==> src/hdl/ckd_pkg.sv <==
// ----------------------------------------------------------------------------
// ckd_pkg
// Types, register indexes and small helper functions shared by the chroma key
// edge detector modules.
// ----------------------------------------------------------------------------
package ckd_pkg;

	// register indexes on the configuration port (byte address = 4 * index)
	localparam logic [2:0] REG_TARGET_C0    = 3'd0;
	localparam logic [2:0] REG_TARGET_C1    = 3'd1;
	localparam logic [2:0] REG_TARGET_C2    = 3'd2;
	localparam logic [2:0] REG_THRESHOLD_Q  = 3'd3;
	localparam logic [2:0] REG_FRAME_WIDTH  = 3'd4;
	localparam logic [2:0] REG_FRAME_HEIGHT = 3'd5;

	localparam int ADDR_BITS = 5;
	localparam int DIST_W    = 10;
	localparam int POS_W     = 12;
	localparam int SIZE_W    = 13;

	localparam logic [SIZE_W-1:0] SIZE_MIN = 13'd2;
	localparam logic [SIZE_W-1:0] SIZE_MAX = 13'd4096;

	localparam logic [7:0] MASK_ON  = 8'hff;
	localparam logic [7:0] MASK_OFF = 8'h00;

	// input pixel word
	typedef struct packed {
		logic [7:0] comp0;
		logic [7:0] comp1;
		logic [7:0] comp2;
	} pix_t;

	// output mask word
	typedef struct packed {
		logic [7:0]       edge_value;
		logic [POS_W-1:0] out_col;
		logic [POS_W-1:0] out_row;
		logic             last_of_run;
	} mask_t;

	// configuration register file contents
	typedef struct packed {
		logic [7:0]        target_c0;
		logic [7:0]        target_c1;
		logic [7:0]        target_c2;
		logic [9:0]        threshold_q;
		logic [SIZE_W-1:0] frame_width;
		logic [SIZE_W-1:0] frame_height;
	} cfg_t;

	// one pixel's results handed to the output serializer
	typedef struct packed {
		logic [7:0]       edge_value;
		logic [POS_W-1:0] col_m1;
		logic [POS_W-1:0] row_m1;
		logic [POS_W-1:0] row;
		logic [POS_W-1:0] wm1;
		logic             last_col;
		logic             last_row;
	} ser_load_t;

	function automatic logic [7:0] absdiff8(input logic [7:0] a, input logic [7:0] b);
		absdiff8 = (a > b) ? (a - b) : (b - a);
	endfunction

	// L1 distance of a pixel to the key color, 0..765
	function automatic logic [DIST_W-1:0] l1_dist(input pix_t p, input cfg_t c);
		l1_dist = DIST_W'(absdiff8(p.comp0, c.target_c0))
			+ DIST_W'(absdiff8(p.comp1, c.target_c1))
			+ DIST_W'(absdiff8(p.comp2, c.target_c2));
	endfunction

endpackage

==> src/hdl/ckd_cfg.sv <==
// ----------------------------------------------------------------------------
// ckd_cfg
// APB-style configuration registers: key color, threshold and frame size.
// ----------------------------------------------------------------------------
module ckd_cfg (
	input  logic                          clk,
	input  logic                          arst_n,
	input  logic                          psel,
	input  logic                          penable,
	input  logic                          pwrite,
	input  logic [ckd_pkg::ADDR_BITS-1:0] paddr,
	input  logic [31:0]                   pwdata,
	output logic [31:0]                   prdata,
	output logic                          pready,
	output ckd_pkg::cfg_t                 cfg
);

	ckd_pkg::cfg_t cfg_q;
	logic          wr_en;
	logic [2:0]    idx;

	assign pready = 1'b1;
	assign wr_en  = psel && penable && pwrite;
	assign idx    = paddr[4:2];
	assign cfg    = cfg_q;

	// register writes
	always_ff @(posedge clk or negedge arst_n) begin
		if (!arst_n) begin
			cfg_q.target_c0    <= 8'd0;
			cfg_q.target_c1    <= 8'd0;
			cfg_q.target_c2    <= 8'd0;
			cfg_q.threshold_q  <= 10'd510;
			cfg_q.frame_width  <= 13'd1920;
			cfg_q.frame_height <= 13'd1080;
		end else if (wr_en) begin
			case (idx)
				ckd_pkg::REG_TARGET_C0:    cfg_q.target_c0    <= pwdata[7:0];
				ckd_pkg::REG_TARGET_C1:    cfg_q.target_c1    <= pwdata[7:0];
				ckd_pkg::REG_TARGET_C2:    cfg_q.target_c2    <= pwdata[7:0];
				ckd_pkg::REG_THRESHOLD_Q:  cfg_q.threshold_q  <= pwdata[9:0];
				ckd_pkg::REG_FRAME_WIDTH:  cfg_q.frame_width  <= pwdata[12:0];
				ckd_pkg::REG_FRAME_HEIGHT: cfg_q.frame_height <= pwdata[12:0];
				default: ;
			endcase
		end
	end

	// read mux
	always_comb begin
		case (idx)
			ckd_pkg::REG_TARGET_C0:    prdata = {24'd0, cfg_q.target_c0};
			ckd_pkg::REG_TARGET_C1:    prdata = {24'd0, cfg_q.target_c1};
			ckd_pkg::REG_TARGET_C2:    prdata = {24'd0, cfg_q.target_c2};
			ckd_pkg::REG_THRESHOLD_Q:  prdata = {22'd0, cfg_q.threshold_q};
			ckd_pkg::REG_FRAME_WIDTH:  prdata = {19'd0, cfg_q.frame_width};
			ckd_pkg::REG_FRAME_HEIGHT: prdata = {19'd0, cfg_q.frame_height};
			default:                   prdata = 32'd0;
		endcase
	end

endmodule

==> config.mk <==
export PLATFORM = sky130hd
export DESIGN_NAME = ckd_cfg
export DESIGN_NICKNAME = d
export VERILOG_FILES = /design/src/hdl/ckd_pkg.sv /design/src/hdl/ckd_cfg.sv
export SDC_FILE = /design/constraint.sdc
export NUM_CORES = 1
export LEC_CHECK = 0
export BUFFER_PORTS_ARGS = -buffer_cell sky130_fd_sc_hd__buf_2
export CORE_MARGIN = 2
export CORE_UTILIZATION = 35
export DETAILED_ROUTE_END_ITERATION = 12
export RECOVER_POWER = 100
export SLEW_MARGIN = 40
export SYNTH_ARGS = -nofsm -noshare
export SYNTH_HDL_FRONTEND = slang
export SYNTH_SLANG_ARGS = --single-unit
==> constraint.sdc <==
create_clock -name clk -period 2 [get_ports clk]
set_clock_uncertainty 0.05 [all_clocks]
set_input_delay 0.4 -clock clk [delete_from_list [all_inputs] [get_ports clk]]
set_output_delay 0.4 -clock clk [all_outputs]
set_load 0.05 [all_outputs]
# ---- Word-level counts from Yosys, hierarchy flattened
# Index checks and enable logic that the tools add are counted.
dict set report classes {
  n_reduce_logical 9
  eq_ne 5
  muxes 1
}
# operator n
set op_table {}
lappend op_table {{$pmux W13 S6} 1}
lappend op_table {{$reduce_and A2 Y1} 6}
lappend op_table {{$eq A3 B2 Y1 const B} 2}
lappend op_table {{$eq A3 B3 Y1 const B} 2}
lappend op_table {{$eq A3 B1 Y1 const B} 1}
lappend op_table {{$logic_not A3 Y1} 1}
lappend op_table {{$logic_and A1 B1 Y1} 2}
dict set report totals {
  elab_cells 21
  output_inout_bits 93
  ff_bits 60
}

# ---- Longest topological paths before layout
# Gate-level depths: netlist of the first run.
dict set report depth {
  ltp_word 3
  ltp_mapped 5
  ltp_nobuf 3
}

# ---- Least setup slack after synthesis of the first run
# OpenSTA, ideal clock, no wires.
dict set report synth_timing {
  path_type {input-to-output}
  from {in paddr[2] in the netlist's numbering}
  to {out prdata[7]}
  n_path_buf 2
  setup_slack_ps -683
  cell_stages 5
  arrival_time_ps 2233
  cell_sequence {buf_2 > buf_2 > mux2i_1 > o21a_1 > a221oi_1}
}
dict set report synth_via {
  elab_chain_cells 2
  word_cells_on_any_way 7
}
# element line_no
set synth_rtl {}
lappend synth_rtl {{from (decl)} ckd_cfg.sv:11} ;# input logic [ckd_pkg::ADDR_BITS-1:0] paddr,
lappend synth_rtl {{$eq A3 B3 Y1 (tied with other cells)} ckd_cfg.sv:51} ;# case (idx)
lappend synth_rtl {{$pmux W13 S6 (*)} ckd_cfg.sv:51}
lappend synth_rtl {{to (decl)} ckd_cfg.sv:13} ;# output logic [31:0] prdata,
# Every way passes the cells marked *; elsewhere a longest branch is shown, timed or not.

# ---- Worst setup path in the final report of the first run
dict set report layout_timing {
  from {reg cfg_q (netlist bit cfg[20])}
  to {out prdata[7]}
}
dict set report layout_via {
  elab_chain_cells 1
}
# element line_no
set layout_rtl {}
lappend layout_rtl {{from (decl)} ckd_cfg.sv:18} ;# ckd_pkg::cfg_t cfg_q;
lappend layout_rtl {{$pmux W13 S6} ckd_cfg.sv:51}
# No other way between the ends.

==> results of run 1 <==
[Yosys cell counts (all sizes together)]
master   n  area, um^2
o21ai    3        15.0
inv      1        3.75
o221ai   5        43.8
nor3b    1        7.51
nor3     3        37.5
a311o    1        10.0
nor2b    1        6.26
mux2    66         743
a221oi   1        8.76
nand2b   2        12.5
nor2     9        53.8
nand4    1        12.5
mux2i   21         210
o21a     1        7.51
dfrtp   44        1100
a32o     1        10.0
nand4b   1        23.8
nand3    3        15.0
dfstp   16         420
clkbuf   1        3.75
buf     29         206
nand2    5        18.8
conb     2        7.51
a221o    1        10.0
[power groups by stage]
| stage | combinational (mW) | sequential (mW) | clock (mW) |
|---|---|---|---|
| after floorplan | 0.622 | 2.53 | 0 |
| after global placement | 1.87 | 1.69 | 0 |
| after detailed placement | 1.89 | 1.69 | 0 |
| after global routing | 1.91 | 1.72 | 1.30 |
| after CTS | 1.91 | 1.67 | 1.24 |
| final | 1.81 | 1.67 | 1.21 |
[kinds of logic after synthesis]
logic type             count (synthesis)
muxes                                 87
DFF                                   60
buffers and inverters                 31
and+or+nand+nor                       26
AOI/OAI and AO/OA                     13
other                                  2
[path summary, 6_finish.rpt]
path / startpoint / to / slack (ns) / cells after the start
max in group asynchronous: arst_n / cfg[13]$_DFFE_PN0P_ / 0.55 / 2
worst max-delay path: cfg[20]$_DFFE_PN1P_ / prdata[7] / 0.03 / 4
worst max register to register: cfg[20]$_DFFE_PN1P_ / cfg[20]$_DFFE_PN1P_ / 1.14 / 2
worst min register to register: cfg[38]$_DFFE_PN0P_ / cfg[38]$_DFFE_PN0P_ / 0.48 / 1
worst min-delay path: pwdata[11] / cfg[11]$_DFFE_PN0P_ / 0.27 / 2
min in group asynchronous: arst_n / cfg[18]$_DFFE_PN0P_ / 0.45 / 2
[worst max-delay path, delay by kind of cell (launching register included)]
family	cells	cell delay [ns]
AOI/OAI and AO/OA	2	0.40
buffers and inverters	1	0.20
DFF	1	0.53
muxes	1	0.06
[stage by stage]
step / power [mW] / TNS [ns] / std cells / util, % / instance area (um^2)
finish: 4.70 / 0 / 450 / 45.3 / 3740
global route: 4.93 / -0.129 / 450 / 45.3 / 3740
CTS: 4.82 / -0.000482 / 449 / 47.5 / 3920
detailed placement: 3.58 / 0 / 432 / 44.6 / 3680
global placement: 3.56 / 0 / 432 / 44.6 / 3680
floorplan: 3.15 / -1.54 / 237 / - / 3070
[final cells by class]
cell class	count	area [um^2]	share of cell area, %
Timing Repair Buffer	122	593	15.9
Clock buffer	12	145	3.88
Multi-Input combinational cell	146	1270	34.0
Sequential cell	60	1520	40.7
Inverter	1	3.75	0.100
Tap cell	105	131	3.51
Clock inverter	4	72.6	1.94
[repair_timing]
item / CTS / global route
buffers inserted: 1 / 1
setup endpoints to repair: 2 / 4
gates resized for setup: 4 / 2
pin swaps: 0 / 1
hold endpoints to repair: 0 / 0
[metal layers]
layer	part of all wire [%]	up-vias	GRT usage, %
met4	0.89	0	3.64
met2	44	79	24.8
met5	0	-	0
met1	48	1064	23.6
met3	7.8	6	6.44
li1	-	991	-
==> results.cfg, run 1 <==
[routing]
drt-total-wl_um = 7440
vias = 2140
dr.first_iter.drc_count = 33
drc = 0
via_per_inst = 4.76
dr.pass1.iters = 4
antenna_left = 0
wl_per_cell_um = 16.5

[pwr]
clkPwrFrac_pct = 25.7
p_int_mw = 2.67
p_leak_nw = 1.70
netSwitchingPower_mw = 2.03
swShare_pct = 43.2
p_per_area_nw_per_um2 = 1260
pwr-share-comb_pct = 38.6
ir_drop_mv = 0.519
pwr-share-seq_pct = 35.7

[logic_synthesis]
synth_fa_ha_area_share_pct = 0
synth_top_family_by_area = multiplexers
ys_types = 29
syn-cell-area_um2 = 2990
synth_seq_cells = 60
yosysWarnings = 0
synthMuxAreaShare_pct = 31.9
synth_compound_area_share_pct = 3.52
synthSimpleGateAreaFrac_pct = 6.28
syn_area_per_cell_um2 = 13.6
syn_inst = 219
synthXorXnorAreaFrac_pct = 0
ys_seq_area_share_pct = 50.9

[flow_run]
drv_cap = 0

[critical_path]
worstPathCellList = mux2i_1, o21a_1, a221oi_2, buf_6
max_stage_delay_ns = 0.53
cp_slowest_cell = dfstp_2
cp_data_arrival_time_ns = 1.52
critPathKind = reg2out
cp_max_fo = 2
critical_path.endpoint_type = primary output
cp-start-kind = flop
required_ns = 1.55

[sta]
fmax_mhz = 508
layout_setup_ws_ns = 0.0311
finalSetupViolCount = 0
rsz0062_at_grt = true
slew_headroom_pct = 1.13
timing.final.max_slew_violations = 0
min_period_ns = 1.97
tightestPinTransition_ns = 1.48
holdWs_ns = 0.265
post-route-period-util_pct = 98.4
final_hold_viol_count = 0

[placed_design]
dp.final_hpwl_um = 5460
io_buffers = 93
place_congestion = 0.721
preCtsSetupSlack_ns = 0.0357

[die]
die-height_um = 96.4
initial_core_util_pct = 36.2
rows = 33
die-area_um2 = 9300
die_w_um = 96.4
io_pins = 135
coreArea_um2 = 8260

[clocking]
cts_max_path_buffers = 2
clkTransAtPathRegs_ns = 0.07
numCtsBuffers = 9
hold_buffers = 0
cts_tree = yes
cts.htree.levels = 3
cts.sinks = 60
clk_latency_ns = 0.33
root_buffer = clkbuf_8

[global_routing]
gr-total-overflow = 0
grt_max_degree = 61
grt_pass1_wl_um = 11400
antenna_found_initial = 0
grt_pass1_vias = 2129
track_usage_pct = 16.8

[finish]
largest_reg_flops = 60
final_common_cell = clkbuf_1
fill_cells = 826
antenna_cells = 0
area_delta_synth_final_pct = 25.1
layout_common_cells = 70 x clkbuf_1, 66 x mux2_2, 44 x dfrtp_1
nNetsFinal = 382
drive_gt1_share_pct = 44.3

[worst_hold_path]
min_path_type = in2reg

[status]
status = complete, no violations
(Power assumes the default switching activity.)
==> run 2: changes to the inputs <==
ABC_AREA = 1   (was not set)
==> results.cfg, run 2 <==
[global_routing]
globalRouteMet2Util_pct = 32.1
antenna_found_initial = 0
grt_util_met3_pct = 2.95
grt_pass1_vias = 3040
gr-total-overflow = 0
grt_max_degree = 31
grt_pass1_wl_um = 15200
busiest_layer = met2
met1_usage_pct = 25.4
track_usage_pct = 19.6

[critical_path]
regToRegEndpoint = cfg[10]$_DFFE_PN1P_
critPathKind = in2out
r2r_start = cfg[10]$_DFFE_PN1P_
cp_data_arrival_time_ns = 1.45
cp-start-kind = primary input
ff2ff_setup_slack_ns = 1.13
required_ns = 1.55
ff2ff_path_depth = 2
critical_path.endpoint_type = primary output
cp_max_fo = 8

[sta]
tightestPinTransition_ns = 0.731
finalSetupViolCount = 0
fmax_mhz = 525
rsz0062_at_grt = false
slew_headroom_pct = 51.2
holdWs_ns = 0.235
post-route-period-util_pct = 95.2
layout_setup_ws_ns = 0.0959
timing.final.max_slew_violations = 0
final_hold_viol_count = 0
min_period_ns = 1.90

[routing]
dr.first_iter.drc_count = 108
drc = 0
drt-total-wl_um = 8910
dr.pass1.iters = 4
wl_per_cell_um = 14.5
via_per_inst = 4.80
vias = 2955
antenna_left = 0

[pwr]
netSwitchingPower_mw = 2.14
p_int_mw = 2.53
p_leak_nw = 2.02
pwr-share-seq_pct = 36.0
clkPwrFrac_pct = 26.3
ir_drop_mv = 0.428
p_per_area_nw_per_um2 = 1180
fin_total_pwr_mw = 4.67
pwr-share-comb_pct = 37.6
swShare_pct = 45.8

[finish]
largest_reg_flops = 60
antenna_cells = 0
nNetsFinal = 545
final_common_cell = nand2_1
area_delta_synth_final_pct = 23.3
fill_cells = 957
drive_gt1_share_pct = 20.7
layout_common_cells = 129 x nand2_1, 62 x clkbuf_1, 51 x o21ai_0

[logic_synthesis]
yosysWarnings = 0
synth_seq_cells = 60
syn_inst = 394
synth_top_cells_by_count = 127 x nand2_1, 44 x dfrtp_1, 42 x o21ai_0
synth_top_area_share_pct = 34.4
ys_seq_area_share_pct = 47.6
syn_area_per_cell_um2 = 8.12
synthMostInstantiatedCell = nand2_1
ys_top_cells_by_area = dfrtp_1 34%, nand2_1 15%, dfstp_2 13%, o21ai_0 6.6%, buf_4 6.1%
synth_top_flop_cell = dfrtp_1
synth-edff-count = 0
syn-cell-area_um2 = 3200
ys_types = 26
yosysTopAreaCell = dfrtp_1
async_flop_share_pct = 100

[die]
die_w_um = 99.6
coreArea_um2 = 8810
initial_core_util_pct = 36.3
io_pins = 135
rows = 34
die-area_um2 = 9920
die-height_um = 99.6

[worst_hold_path]
holdPathStages = 3
hold_end = cfg[11]$_DFFE_PN0P_
min_path_type = in2reg
hold_start = pwdata[11]

[flow_run]
drv_cap = 0

[status]
status = complete, no violations

[clocking]
cts.htree.levels = 3
cts_tree = yes
cts.sinks = 60
cts_max_path_buffers = 2
numCtsBuffers = 9
clk_latency_ns = 0.34
clkTransAtPathRegs_ns = 0.07
root_buffer = clkbuf_8

[placed_design]
preCtsSetupSlack_ns = -0.0415
io_buffers = 93
dp.final_hpwl_um = 6760
place_congestion = 0.795
[run 2: final cells by class]
type	instances	area (um^2)	area share, %
clock buffer	10	138	3.49
clock inverter	6	87.6	2.22
inverter	29	114	2.89
multi-input combinational	283	1310	33.3
sequential	60	1520	38.6
tap	108	135	3.43
timing repair buffer	120	633	16.1
[run 2: worst max path at each step]
| stage | from | end | slack (ns) |
|---|---|---|---|
| 2_1_floorplan | paddr[3] | prdata[10] | -0.21 |
| 3_3_place_gp | paddr[2] | prdata[9] | -0.03 |
| 3_5_place_dp | paddr[2] | prdata[8] | -0.04 |
| 6_report | paddr[3] | prdata[7] | 0.1 |
| 5_1_grt | paddr[2] | prdata[12] | 0.006 |
| 4_1_cts | paddr[2] | prdata[8] | 0.01 |
[run 2: cells by family (layout without fill, tap and decap cells)]
| kind of cell | count (synthesis) | in the layout | share of synthesized area [%] |
|---|---|---|---|
| other cells | 2 | 20 | 0.235 |
| buf+inv | 69 | 165 | 12.2 |
| flops | 60 | 60 | 47.6 |
| compound gates | 68 | 68 | 11.7 |
| simple gates | 195 | 195 | 28.3 |
[run 2: per-stage QoR]
stage	cells	utilization (%)	TNS [ns]	instance area, um^2
3_5_place_dp	596	43.0	-0.0749	3790
5_1_grt	616	44.8	0	3940
2_1_floorplan	412	-	-0.624	3270
4_1_cts	613	45.8	0	4030
3_3_place_gp	596	43.0	-0.0656	3790
6_report	616	44.8	0	3940
[run 2: routing by layer]
metal	share of wire, %	vias to the layer above
met5	0	-
met4	1.5	0
met3	5.3	12
met2	49	96
met1	44	1384
li1	-	1463
[run 2: what timing repair did]
item                                   4_1_cts  5_1_grt
hold buffers                                 1        0
setup endpoints to repair                    2       13
setup buffers                                0        3
endpoints found under the hold margin        7        0
pin swaps                                    0        1
resized for setup                            2        4
[run 2: power groups by stage]
stage          clock network (mW)  registers, mW  logic (mW)
2_1_floorplan                   0           2.52       0.576
3_3_place_gp                    0           1.69        1.82
3_5_place_dp                    0           1.70        1.84
4_1_cts                      1.25           1.68        1.85
5_1_grt                      1.32           1.72        1.88
6_report                     1.23           1.68        1.76
[run 2: critical path, cell delays in order]
cell and delay [ns]:
clkbuf_4 0.21, inv_4 0.06, buf_4 0.17, nand4_1 0.07, nand2_1 0.07, nor2_1 0.16
nand2_1 0.07, clkbuf_2 0.23
