## src/hdl/ckd_pkg.sv

```systemverilog
// ----------------------------------------------------------------------------
// ckd_pkg
// Types, register indexes and small helper functions shared by the chroma key
// edge detector modules.
// ----------------------------------------------------------------------------
package ckd_pkg;

	// register indexes on the configuration port (byte address = 4 * index)
	localparam logic [2:0] REG_TARGET_C0    = 3'd0;
	localparam logic [2:0] REG_TARGET_C1    = 3'd1;
	localparam logic [2:0] REG_TARGET_C2    = 3'd2;
	localparam logic [2:0] REG_THRESHOLD_Q  = 3'd3;
	localparam logic [2:0] REG_FRAME_WIDTH  = 3'd4;
	localparam logic [2:0] REG_FRAME_HEIGHT = 3'd5;

	localparam int ADDR_BITS = 5;
	localparam int DIST_W    = 10;
	localparam int POS_W     = 12;
	localparam int SIZE_W    = 13;

	localparam logic [SIZE_W-1:0] SIZE_MIN = 13'd2;
	localparam logic [SIZE_W-1:0] SIZE_MAX = 13'd4096;

	localparam logic [7:0] MASK_ON  = 8'hff;
	localparam logic [7:0] MASK_OFF = 8'h00;

	// input pixel word
	typedef struct packed {
		logic [7:0] comp0;
		logic [7:0] comp1;
		logic [7:0] comp2;
	} pix_t;

	// output mask word
	typedef struct packed {
		logic [7:0]       edge_value;
		logic [POS_W-1:0] out_col;
		logic [POS_W-1:0] out_row;
		logic             last_of_run;
	} mask_t;

	// configuration register file contents
	typedef struct packed {
		logic [7:0]        target_c0;
		logic [7:0]        target_c1;
		logic [7:0]        target_c2;
		logic [9:0]        threshold_q;
		logic [SIZE_W-1:0] frame_width;
		logic [SIZE_W-1:0] frame_height;
	} cfg_t;

	// one pixel's results handed to the output serializer
	typedef struct packed {
		logic [7:0]       edge_value;
		logic [POS_W-1:0] col_m1;
		logic [POS_W-1:0] row_m1;
		logic [POS_W-1:0] row;
		logic [POS_W-1:0] wm1;
		logic             last_col;
		logic             last_row;
	} ser_load_t;

	function automatic logic [7:0] absdiff8(input logic [7:0] a, input logic [7:0] b);
		absdiff8 = (a > b) ? (a - b) : (b - a);
	endfunction

	// L1 distance of a pixel to the key color, 0..765
	function automatic logic [DIST_W-1:0] l1_dist(input pix_t p, input cfg_t c);
		l1_dist = DIST_W'(absdiff8(p.comp0, c.target_c0))
			+ DIST_W'(absdiff8(p.comp1, c.target_c1))
			+ DIST_W'(absdiff8(p.comp2, c.target_c2));
	endfunction

endpackage

```

## src/hdl/ckd_ser.sv

```systemverilog
// ----------------------------------------------------------------------------
// ckd_ser
// Output serializer: holds one pixel's mask value and emits its one to four
// words (self, last-column copy, last-row copy, corner copy).
// ----------------------------------------------------------------------------
module ckd_ser (
	input  logic               clk,
	input  logic               arst_n,
	input  logic               load,
	input  ckd_pkg::ser_load_t load_data,
	output logic               free,
	output logic               mask_valid,
	input  logic               mask_ready,
	output ckd_pkg::mask_t     mask
);

	ckd_pkg::ser_load_t hold_q;
	logic               valid_q;
	// bit 0: column is the copy at w-1, bit 1: row is the current row
	logic [1:0]         code_q;
	logic               more_col;
	logic               more_row;
	logic               last;

	assign more_col   = hold_q.last_col && !code_q[0];
	assign more_row   = hold_q.last_row && !code_q[1];
	assign last       = !(more_col || more_row);
	assign free       = !valid_q || (mask_ready && last);
	assign mask_valid = valid_q;

	// output word from held fields
	always_comb begin
		mask.edge_value  = hold_q.edge_value;
		mask.out_col     = code_q[0] ? hold_q.wm1 : hold_q.col_m1;
		mask.out_row     = code_q[1] ? hold_q.row : hold_q.row_m1;
		mask.last_of_run = last;
	end

	// control
	always_ff @(posedge clk or negedge arst_n) begin
		if (!arst_n) begin
			valid_q <= 1'b0;
			code_q  <= 2'b00;
		end else if (load) begin
			valid_q <= 1'b1;
			code_q  <= 2'b00;
		end else if (valid_q && mask_ready) begin
			if (last) begin
				valid_q <= 1'b0;
			end else if (more_col) begin
				code_q <= code_q | 2'b01;
			end else begin
				code_q <= 2'b10;
			end
		end
	end

	// payload
	always_ff @(posedge clk) begin
		if (load) begin
			hold_q <= load_data;
		end
	end

endmodule

```

## config.mk

```make
export PLATFORM = sky130hd
export DESIGN_NAME = ckd_ser
export DESIGN_NICKNAME = d
export VERILOG_FILES = /design/src/hdl/ckd_pkg.sv /design/src/hdl/ckd_ser.sv
export SDC_FILE = /design/constraint.sdc
export NUM_CORES = 1
export LEC_CHECK = 0
export ABC_CLOCK_PERIOD_IN_PS = 1300
export BUFFER_PORTS_ARGS = -buffer_cell sky130_fd_sc_hd__buf_4
export CORE_UTILIZATION = 47
export DETAILED_ROUTE_END_ITERATION = 10
export PLACE_DENSITY = 0.79
export SYNTH_ARGS = -nofsm -noshare
export SYNTH_HDL_FRONTEND = slang
export SYNTH_SLANG_ARGS = --single-unit
```

## constraint.sdc

```tcl
create_clock -name clk -period 1.3 [get_ports clk]
set_input_delay 0.13 -clock clk [delete_from_list [all_inputs] [get_ports clk]]
set_output_delay 0.13 -clock clk [all_outputs]
set_load 0.01 [all_outputs]
```

# == Word-level counts from Yosys, hierarchy flattened ==
# Index checks and enable logic that the tools add are counted.
# classes
n_mux,9
n_reduce_logical,15
n_eq_ne,2
# op_table
operator,n
$mux 12,2
$mux 2,4
$logic_and 1x1->1,4
$logic_not 1->1,4
$ne 2x2->1 const B,2
$reduce_and 2->1,2
$reduce_bool 2->1,2
$mux 1,3
$reduce_and 3->1,1
$logic_or 1x1->1,2
# word_totals
input_bits,62
reg_bits,61
elab_cells,36
out_inout_bits,35

# == Depth between registers and ports, before layout ==
# Gate-level depths: netlist of run 1.
# logic_depth
word_depth,6
mapped_depth,3
depth_no_buf,2

# == Worst setup path after synthesis of run 1 ==
# No wires, ideal clock.
# synth_path
path_type,register -> output
start,register code_q[0]
end,output mask[15] (netlist bit)
required_time_ns,1.170
t_arrival_ns,0.946
path_buffers,1
stages_incl_launch_ff,3
path_slack_ns,0.224
path_cell_list,dfrtp_1 -> buf_6 -> mux2_2
# synth_rtl
element,line,rtl
start: declaration,ckd_ser.sv:20,logic [1:0] code_q;
start signal: assignment,ckd_ser.sv:51,code_q <= code_q | 2'b01;
end: declaration,ckd_ser.sv:14,output ckd_pkg::mask_t mask

==> key figures, run 1 <==
Synthesis
  • Most common cell in the synthesized netlist: edfxtp_1
  • Synth async-reset ratio: between 4 and 5%
  • Synth Register Bits: 61
  • Synth warn: 0
  • Net Count, Synth: 173
  • Synth top area share: 76.36%
  • Cell taking the most area after synthesis: edfxtp_1
  • Mapped cell area: 0.002281 mm2
  • Synth area leaders: edfxtp_1 (76%), mux2_2 (12%), dfrtp_1 (3.3%)
  • Synth unique cells: 16
  • Primary FF master, synth: edfxtp_1
  • Post-synth EDFFs: 58
  • Register area share after synthesis: between 70% and 80%
  • Top cells by count, synth: edfxtp_1 (58), mux2_2 (24), buf_4 (9), dfrtp_1 (3), inv_1 (3)
  • Syn Inst Count: 111
  • Syn Area/Cell: 20.55 um2

Pwr
  • Power Density: 1287 mW/mm2
  • Comb pwr share: between 10% and 20%
  • Internal Power: roughly 4.0 mW
  • NetSw: 1.179 mW
  • Switching share of total power: 22.89%
  • Peak supply drop: 1071 uV
  • Sequential share of power: a little under half
  • Clock power frac: between 30% and 40%
  • P_leak: 1.667 nW

Route
  • DRT iter0 DRCs: 83
  • Drt wl/cell: between 20 and 25 um
  • # DRC: 0
  • TritonRoute pass-1 iters: 4
  • Via count: 1706
  • DRT Wirelength: 6983 um
  • DR vias/cell: a little over 5
  • Post-route ant nets: 0

Clock tree
  • Worst-path clk slew: 70 ps
  • # H-tree levels: 3
  • Total clock sinks: 61
  • Insertion delay to the later sink of the worst-skew pair: 340 ps
  • Clock buffer count from CTS: 9
  • CTS tree: yes
  • Max clock buf depth: 2
  • Root Driver: clkbuf_8

Setup path
  • Worst-path maximum fanout: 7
  • RR Startpoint: code_q[1]
  • Worst reg2reg endpoint: code_q[0]
  • CP endpoint kind: primary output
  • Kind of critical path: flop to primary output
  • CP arrival: 1410 ps
  • Worst Setup SP: code_q[1]
  • R2R Setup Slk: 70 ps
  • Worst path required time: 1170 ps
  • Startpoint Class: flop
  • Cells on worst reg2reg path: 3

Floorplanning
  • DIE AREA: approximately 0.005 mm2
  • Die Y: 71.67 um
  • Core Box Area: roughly 0.0045 mm2
  • FP Rows: 24
  • Starting Density: 50.64%
  • # IOs: 97
  • Die Wd: 71.67 um

Final layout
  • Synth-to-Final Area Change: 75.37%
  • Layout cells sized above 1: a little over half
  • Final net count: approximately 340
  • Final Instance Area: 0.004000 mm2

Placed design
  • Pre-CTS setup slack: 89.23 ps
  • RePlAce Congestion: 0.7463
  • # port buffers: between 90 and 100
  • DP Wirelength: ~3000 um
  • Post-DP Area: 0.003052 mm2

Global route
  • Number of antenna violations at the first check in global routing: 1
  • First-pass GRT wire length: 9025 um
  • Global route overflow: 0
  • Largest net degree at the start of global routing: 31
  • Number of global-route vias before repair: 1813
  • GRT Overall Usage: 25.07%

Timing
  • Slew @ Worst Pin: 381.7 ps
  • RSZ-0062 raised after global routing: true
  • Final Cycle Share: 118.4%
  • Slew HR: 74.55%
  • Endpoints failing setup: 26
  • Fmax: 0.6498 GHz
  • Final setup skew: 4.280 ps
  • Slew Viols, Final: 0
  • Final worst slack: -238.9 ps
  • Period minus WS final: 1539 ps
  • Final hold violations: 0

Hold path
  • Worst Hold Class: primary input to asynchronous set/reset pin

Run status
  • Failing checks: negative setup slack
  • Outcome: complete, but fails checks

Flow run
  • Max_cap viols: 0
[how the worst max path moves through the flow]
| stage | to | slack (ps) |
|---|---|---|
| global placement | mask[16] | 130 |
| global route | mask[3] | -280 |
| finish | mask[5] | -240 |
| floorplan | mask[15] | 220 |
| CTS | mask[8] | -200 |
| detailed placement | mask[15] | 90 |
[power by group through the flow]
stage	combinational [mW]	sequential, mW	clock, mW
after floorplan	0.260	2.40	0
after global placement	0.620	2.40	0
after detailed placement	0.637	2.42	0
after CTS	0.795	2.38	1.77
after global routing	0.963	2.41	1.95
final	0.924	2.39	1.83
[cell type report]
cell class                 instances  area [um2]
clock buffer                      10       127.6
multi-input combinational         36       425.4
tap                               52       65.06
fill                             172       504.2
sequential                        61        1819
timing repair buffer             163        1471
antenna                            1       2.502
clock inverter                     6       77.57
inverter                           3       11.26
[per-layer routing]
layer,track usage [%],share of wire (%),routed length [um]
met1,24.52,33,2295
met2,47.69,57,3978
met3,4.501,5.5,381
met4,16.56,4.7,328
met5,0,0,0
[registers in the layout (all words and copies together), names as in the netlist]
register	count
code_q	2
mask	8
hold_q	50
mask_valid	1
[worst max-delay path, stage by stage, from the launching register on]
cell	delay, ps
dfrtp_2	450
clkbuf_16	180
mux2_4	310
buf_6	130
[through the flow]
step	TNS [ps]	hold WS [ps]	cells	utilization [%]	power, mW
2_1_floorplan	0	-165.6	111	-	2.663
3_3_place_gp	0	-79.45	253	67.75	3.023
3_5_place_dp	0	-78.37	253	67.75	3.055
4_1_cts	-4680	118.1	329	85.72	4.942
5_1_grt	-6727	115.3	332	88.81	5.316
6_report	-5517	124.9	332	88.81	5.148
[placed cells by master (no fill, tap or decap), types with 2 or more instances in the layout]
cell type and n:
buf_12 3, buf_4 88, buf_6 12, bufinv_16 2
clkbuf_8 9, clkinv_1 2, clkinv_2 2, dfrtp_2 2
dlygate4sd3_1 59, edfxtp_1 58, inv_1 3, mux2_2 12
mux2_4 12, nand2b_1 2, nor2b_4 2
[kinds of logic (layout without fill, tap and decap cells)]
| kind of cell | Yosys count | count (layout) | share of synthesized area (%) |
|---|---|---|---|
| multiplexers | 24 | 24 | 11.85 |
| flip-flops | 61 | 61 | 79.65 |
| buffers and inverters | 14 | 182 | 4.443 |
| AND/OR/NAND/NOR | 8 | 8 | 2.468 |
| other | 0 | 1 | 0 |
| AO/OA/AOI/OAI | 4 | 4 | 1.591 |
[timing repair]
item,CTS,global route
hold buffers,59,0
hold endpoints to repair,61,0
resized for setup,2,28
setup endpoints to repair,26,26
cloned,0,1
setup buffers,1,1
pin swaps,0,1
Note: power is estimated with default switching activity, not from simulation.
==> run 2: changes to the inputs <==
ABC_AREA = 1   (was unset)
ABC_CLOCK_PERIOD_IN_PS = 1600   (was 1300)
clock period = 1.6 ns   (was 1.3 ns; I/O delays follow)
==> run 2 against run 1 <==
The run now ends clean. First-iteration DRC count grew 18%. Hold slack lost 97 ps. Non-clock buffer count shrank 5. Worst setup slack gained 390 ps. Clock skew shrank 0.69 ps. Sequential share of layout area grew 2.5 points. Utilization shrank 4.7 points. Design area shrank 5.3%. Critical path type unchanged. Highest routed layer unchanged.
==> key figures, run 2 <==
Floorplanning
  • FP Rows: 24 (unchanged)
  • Die Wd: 71.46 um (-0.29%)
  • Core Box Area: 0.004504 mm2 (unchanged)
  • # IOs: 97 (unchanged)
  • DIE AREA: 0.005106 mm2 (-0.59%)
  • Die Y: 71.46 um (-0.29%)
  • Starting Density: 50.33% (-0.31 points)

Final layout
  • Fill count: 227 (+32%)
  • Most flop-heavy register: hold_q
  • Commonest cells after routing, fill and taps aside: buf_4 (99), nand2_1 (81), dlygate4sd3_1 (58), edfxtp_1 (58), clkbuf_8 (11)
  • Max reg flops: 50 (unchanged)
  • Final net count: 386 (+15%)
  • Final Instance Area: 0.003790 mm2 (-5.3%)
  • Synth-to-Final Area Change: 67.16%
  • Post-Route Utilization: 84.14% (-4.7 points)
  • Ant diodes: 0 (-1)
  • Layout cells sized above 1: 35.26% (-17 points)
  • Most common cell after layout, fill and taps aside: buf_4

Timing
  • Fmax: 0.6905 GHz
  • Slew @ Worst Pin: 278.2 ps (-103.5 ps)
  • Endpoints failing setup: 0 (-100%)
  • Setup TNS Final: 0 ps (+5517 ps)
  • Slew Viols, Final: 0 (unchanged)
  • Final setup skew: 3.588 ps (-0.6920 ps)
  • Final hold violations: 0 (unchanged)
  • RSZ-0062 raised after global routing: false
  • Period minus WS final: 1448 ps
  • Slew HR: 81.45% (+6.9 points)
  • Final Cycle Share: between 90 and 100%

Setup path
  • Crit-path cells: inv_4, nand2_2, nand3_1, nand2_1, buf_4
  • Worst-path maximum fanout: 13 (+6)
  • Startpoint Class: flop
  • CP endpoint kind: primary output
  • CP top delay family: flip-flops
  • Slowest stage delay, CP: 410 ps (-40 ps)
  • Max stage delay cell, worst path: dfrtp_1
  • CP bufs+invs: 2 (unchanged)
  • Worst path required time: 1440 ps (+270 ps)
  • CP arrival: 1290 ps (-120 ps)
  • Kind of critical path: flop to primary output

Clock tree
  • CTS tree: yes
  • Root Driver: clkbuf_8
  • Worst-path clk slew: 60 ps (about the same)
  • Insertion delay to the later sink of the worst-skew pair: 330 ps (about the same)
  • Clock buffer count from CTS: 9 (unchanged)
  • # H-tree levels: 3 (unchanged)
  • Max clock buf depth: 2 (unchanged)
  • Total clock sinks: 61 (unchanged)

Global route
  • Met3 Usage GRT: 7.314% (+2.8 points)
  • Global route overflow: 0 (unchanged)
  • Number of global-route vias before repair: 2057 (+13%)
  • GRT Overall Usage: 28.24% (+3.2 points)
  • Grt met1 use: 26.98% (+2.5 points)
  • GR peak layer: met2
  • Largest net degree at the start of global routing: 27 (-13%)
  • GR Layer Usage met2: 53.33% (+5.6 points)
  • Number of antenna violations at the first check in global routing: 0 (-1)
  • First-pass GRT wire length: 9908 um (+9.8%)

Synthesis
  • Synth Register Bits: 61 (unchanged)
  • Most common cell in the synthesized netlist: nand2_1
  • Cell taking the most area after synthesis: edfxtp_1
  • Net Count, Synth: 230 (+33%)
  • Synth area leaders: edfxtp_1 (77%), nand2_1 (13%), dfrtp_1 (3.3%)
  • Primary FF master, synth: edfxtp_1
  • Syn Inst Count: 168 (+51%)
  • Synth top area share: 76.82% (+0.46 points)
  • Mapped cell area: 0.002267 mm2 (-0.60%)
  • Synth unique cells: 11 (-5)
  • Top cells by count, synth: nand2_1 (81), edfxtp_1 (58), buf_4 (9), inv_1 (5), buf_2 (4)
  • Synth warn: 0 (unchanged)
  • Syn Area/Cell: 13.50 um2 (-34%)
  • Register area share after synthesis: 80.13% (+0.48 points)
  • Post-synth EDFFs: 58 (unchanged)
  • Synth async-reset ratio: 4.918% (unchanged)

Route
  • DRT Wirelength: 6483 um (-7.2%)
  • DR vias/cell: 4.887 (-4.9%)
  • Drt wl/cell: 17.02 um (-19%)
  • TritonRoute pass-1 iters: 4 (unchanged)
  • Post-route ant nets: 0 (unchanged)
  • DRT iter0 DRCs: 98 (+18%)
  • # DRC: 0 (unchanged)
  • Via count: 1862 (+9.1%)

Run status
  • Outcome: complete, no violations

Flow run
  • Max_cap viols: 0 (unchanged)

Pwr
  • Power Density: 1050 mW/mm2 (-18%)
  • Peak supply drop: 772.3 uV (-28%)
  • P_leak: 1.714 nW (+2.8%)

Placed design
  • # port buffers: 96 (unchanged)
  • DP Wirelength: 3098 um (+2.2%)
  • RePlAce Congestion: 0.7433 (-0.40%)
  • Post-DP Area: 0.003008 mm2 (-1.4%)

Hold path
  • Worst Hold Class: primary input to flop
## run 2: area by class of cell
type | instances | area [um2] | area share, %
Clock inverter | 1 | 30.03 | 0.7923
Tap cell | 52 | 65.06 | 1.717
Clock buffer | 15 | 166.4 | 4.391
Timing Repair Buffer | 158 | 1344 | 35.46
Sequential cell | 61 | 1817 | 47.94
Multi-Input combinational cell | 87 | 336.6 | 8.881
Inverter | 7 | 31.28 | 0.8254
## run 2: where the power goes
group | switching (mW) | internal [mW] | leakage [nW]
logic | 0.295 | 0.363 | 1.01
clock network | 0.580 | 0.809 | 0.0979
registers | 0.0434 | 1.89 | 0.604
## run 2: layer usage
| layer | wire, um | part of all wire [%] | up-vias |
|---|---|---|---|
| met3 | 319 | 4.9 | 29 |
| li1 | - | - | 863 |
| met4 | 309 | 4.8 | 0 |
| met5 | 0 | 0 | - |
| met2 | 3770 | 58 | 96 |
| met1 | 2083 | 32 | 874 |
## run 2: metrics by stage
step	worst slack, ps	hold slack (ps)	total power, mW	std cells
floorplan	642.4	-135.6	2.153	168
global placement	495.0	-47.52	2.457	307
detailed placement	465.3	-45.92	2.473	307
CTS	97.30	1.955	3.925	381
global route	62.50	12.07	4.119	381
finish	151.8	28.33	3.979	381
## run 2: final timing paths
path                                from    endpoint  slack, ps  cells after the start
setup reg to reg               code_q[1]   code_q[0]        550                      6
hold / removal             load_data[53]    mask[28]         30                      1
hold reg to reg               mask_valid  mask_valid        530                      2
min in group asynchronous         arst_n  mask_valid        150                      2
max in group asynchronous         arst_n   code_q[1]       1360                      2
setup / recovery               code_q[1]        free        150                      5
## run 2: logic make-up after synthesis
kind of cell           Yosys count  synth area share (%)
buffers and inverters           20                 5.022
AND/OR/NAND/NOR                 87                 14.85
flip-flops                      61                 80.13
## run 2: timing repair
| item | 4_1_cts | 5_1_grt |
|---|---|---|
| endpoints found under the setup margin | 0 | 2 |
| hold buffers | 58 | 0 |
| buffers inserted | 0 | 0 |
| resized for setup | 0 | 2 |
| endpoints found under the hold margin | 60 | 0 |
## run 2: worst register-to-register path, stage by stage (launching register included)
cell and delay [ps]:
dfrtp_1 410, inv_4 150, nand2_2 90, nand2_1 100, nand2_1 70, nand2_1 70
nand2_1 50
==> run 3: changes to the inputs <==
CTS_BUF_LIST = sky130_fd_sc_hd__clkbuf_16   (was unset)
==> run 3 against run 2 <==
Hold slack worse by 16 ps. Clock skew is 1.0 ps higher. Critical path depth stayed put. Clock power is 27% higher. Register-to-register slack worse by 60 ps. Global-route usage is 9.3 points lower. Fmax is 2.6% lower. Via count is 17% lower. Largest cell class unchanged. Highest routed layer unchanged.
==> key figures, run 3 (synthesized netlist as in run 2, its figures left out) <==
Route
  • TritonRoute pass-1 iters: 4 (unchanged)
  • Drt wl/cell: 13.66 um (-20%)
  • # DRC: 0 (unchanged)
  • Via count: 1545 (-17%)
  • DRT Wirelength: 4427 um (-32%)
  • DRT iter0 DRCs: 66 (-33%)
  • DR vias/cell: 4.769 (-2.4%)
  • Post-route ant nets: 0 (unchanged)

Timing
  • Slew HR: 81.65% (+0.20 points)
  • Period minus WS final: 1487 ps (+39.10 ps)
  • Setup TNS Final: 0 ps (unchanged)
  • Hold slack: 12.80 ps (-15.53 ps)
  • Final setup skew: 4.608 ps (+1.020 ps)
  • Slew Viols, Final: 0 (unchanged)
  • Final hold violations: 0 (unchanged)
  • RSZ-0062 raised after global routing: false
  • Fmax: 0.6724 GHz (-2.6%)
  • Final Cycle Share: 92.96% (+2.4 points)
  • Slew @ Worst Pin: 275.2 ps (-2.977 ps)
  • Endpoints failing setup: 0 (unchanged)

Pwr
  • Power, Total: 4.203 mW (+5.6%)
  • Sequential share of power: 45.9% (-2.7 points)
  • Power Density: 1274 mW/mm2 (+21%)
  • Comb pwr share: 12.3% (-4.2 points)
  • P_leak: 1.527 nW (-11%)
  • Peak supply drop: 872.2 uV (+13%)
  • Clock power frac: 41.9% (+7.0 points)
  • Switching share of total power: 20.77% (-2.3 points)
  • NetSw: 0.8731 mW (-4.9%)
  • Internal Power: 3.330 mW (+8.8%)

Final layout
  • Final net count: 329 (-15%)
  • Flip-flop and latch area: 0.001817 mm2 (unchanged)
  • Max reg flops: 50 (unchanged)
  • Synth-to-Final Area Change: 45.47%
  • Area of the multi-input gates: 336.6 um2 (unchanged)
  • Ant diodes: 0 (unchanged)
  • Commonest cells after routing, fill and taps aside: buf_4 (99), nand2_1 (81), edfxtp_1 (58)
  • Most common cell after layout, fill and taps aside: buf_4
  • Most flop-heavy register: hold_q
  • Fill count: 315 (+39%)
  • Layout cells sized above 1: 41.91% (+6.7 points)

Setup path
  • Max stage delay cell, worst path: dfrtp_1
  • Cells on worst reg2reg path: 6 (unchanged)
  • Kind of critical path: flop to primary output
  • CP endpoint kind: primary output
  • Startpoint Class: flop
  • Worst path required time: 1440 ps (about the same)
  • RR Startpoint: code_q[1]
  • Worst Setup SP: code_q[1]
  • Crit-path cells: inv_2, nand2_2, nand3_1, nand2_1, buf_4
  • Worst-path maximum fanout: 13 (unchanged)
  • Slowest stage delay, CP: 400 ps (about the same)
  • CP arrival: 1330 ps (+40 ps)

Clock tree
  • Root Driver: clkbuf_16
  • Insertion delay to the later sink of the worst-skew pair: 310 ps (-20 ps)
  • # H-tree levels: 3 (unchanged)
  • Worst-path clk slew: 50 ps (about the same)
  • CTS tree: yes
  • Total clock sinks: 61 (unchanged)
  • Clock buffer count from CTS: 9 (unchanged)
  • Max clock buf depth: 2 (unchanged)

Placed design
  • # port buffers: 96 (unchanged)
  • DP Wirelength: 3098 um (unchanged)
  • RePlAce Congestion: 0.7433 (unchanged)

Floorplanning
  • Starting Density: 50.33% (unchanged)
  • FP Rows: 24 (unchanged)
  • Die Wd: 71.46 um (unchanged)
  • # IOs: 97 (unchanged)
  • Die Y: 71.46 um (unchanged)
  • DIE AREA: 0.005106 mm2 (unchanged)
  • Core Box Area: 0.004504 mm2 (unchanged)

Global route
  • GRT Overall Usage: 18.93% (-9.3 points)
  • Number of antenna violations at the first check in global routing: 0 (unchanged)
  • Number of global-route vias before repair: 1553 (-25%)
  • Largest net degree at the start of global routing: 27 (unchanged)
  • Global route overflow: 0 (unchanged)
  • First-pass GRT wire length: 6865 um (-31%)

Run status
  • Outcome: complete, no violations

Hold path
  • Worst Hold Class: primary input to flop
  • Hold_sp: load_data[38]
  • Hold-critical path depth: 1 (unchanged)

Flow run
  • Max_cap viols: 0 (unchanged)
## run 3: area by class of cell
class	count	share of cell area [%]
sequential	61	55.08
timing repair buffer	101	23.44
multi-input combinational	87	10.20
clock buffer	9	6.829
tap	52	1.973
clock inverter	7	1.593
inverter	7	0.8725
## run 3: worst paths after layout
kind | to | slack [ps]
worst max-delay path | free | 110
worst min-delay path | hold_q[38] | 10
worst max register to register | code_q[0] | 490
worst min register to register | mask_valid | 530
max in group asynchronous | mask_valid | 1330
min in group asynchronous | code_q[1] | 170
## run 3: power by group through the flow
| stage | registers [mW] | clock network, mW | logic, mW |
|---|---|---|---|
| 4_1_cts | 1.93 | 1.79 | 0.522 |
| 2_1_floorplan | 1.95 | 0 | 0.201 |
| 5_1_grt | 1.94 | 1.86 | 0.562 |
| 3_5_place_dp | 1.96 | 0 | 0.517 |
| 6_report | 1.93 | 1.76 | 0.515 |
| 3_3_place_gp | 1.95 | 0 | 0.505 |
## run 3: metrics by stage
step                      setup WS, ps  cells  cell area, um2  utilization (%)
after floorplan                  642.4    168            2267                -
after global placement           495.0    307            3008            66.78
after detailed placement         465.3    307            3008            66.78
after CTS                        108.3    324            3296            73.17
after global routing             23.63    324            3298            73.22
final                            112.7    324            3298            73.22
## run 3: what timing repair did
| action | in CTS | in global routing |
|---|---|---|
| endpoints found under the hold margin | 3 | 0 |
| hold buffers | 1 | 0 |
| resized for setup | 0 | 1 |
| buffers inserted | 0 | 0 |
| endpoints found under the setup margin | 0 | 2 |
## run 3: layer usage
layer / global-route usage [%] / routed length (um) / vias to the layer above
met5: 0 / 0 / -
met4: 11.76 / 97 / 0
met3: 7.314 / 275 / 9
met2: 34.50 / 2525 / 54
met1: 17.68 / 1529 / 729
li1: - / - / 753
## run 3: critical path: cells and delay by family, from the launching register on
| family | cells | cell delay [ps] |
|---|---|---|
| buffers and inverters | 2 | 340 |
| DFF | 1 | 400 |
| and+or+nand+nor | 3 | 280 |
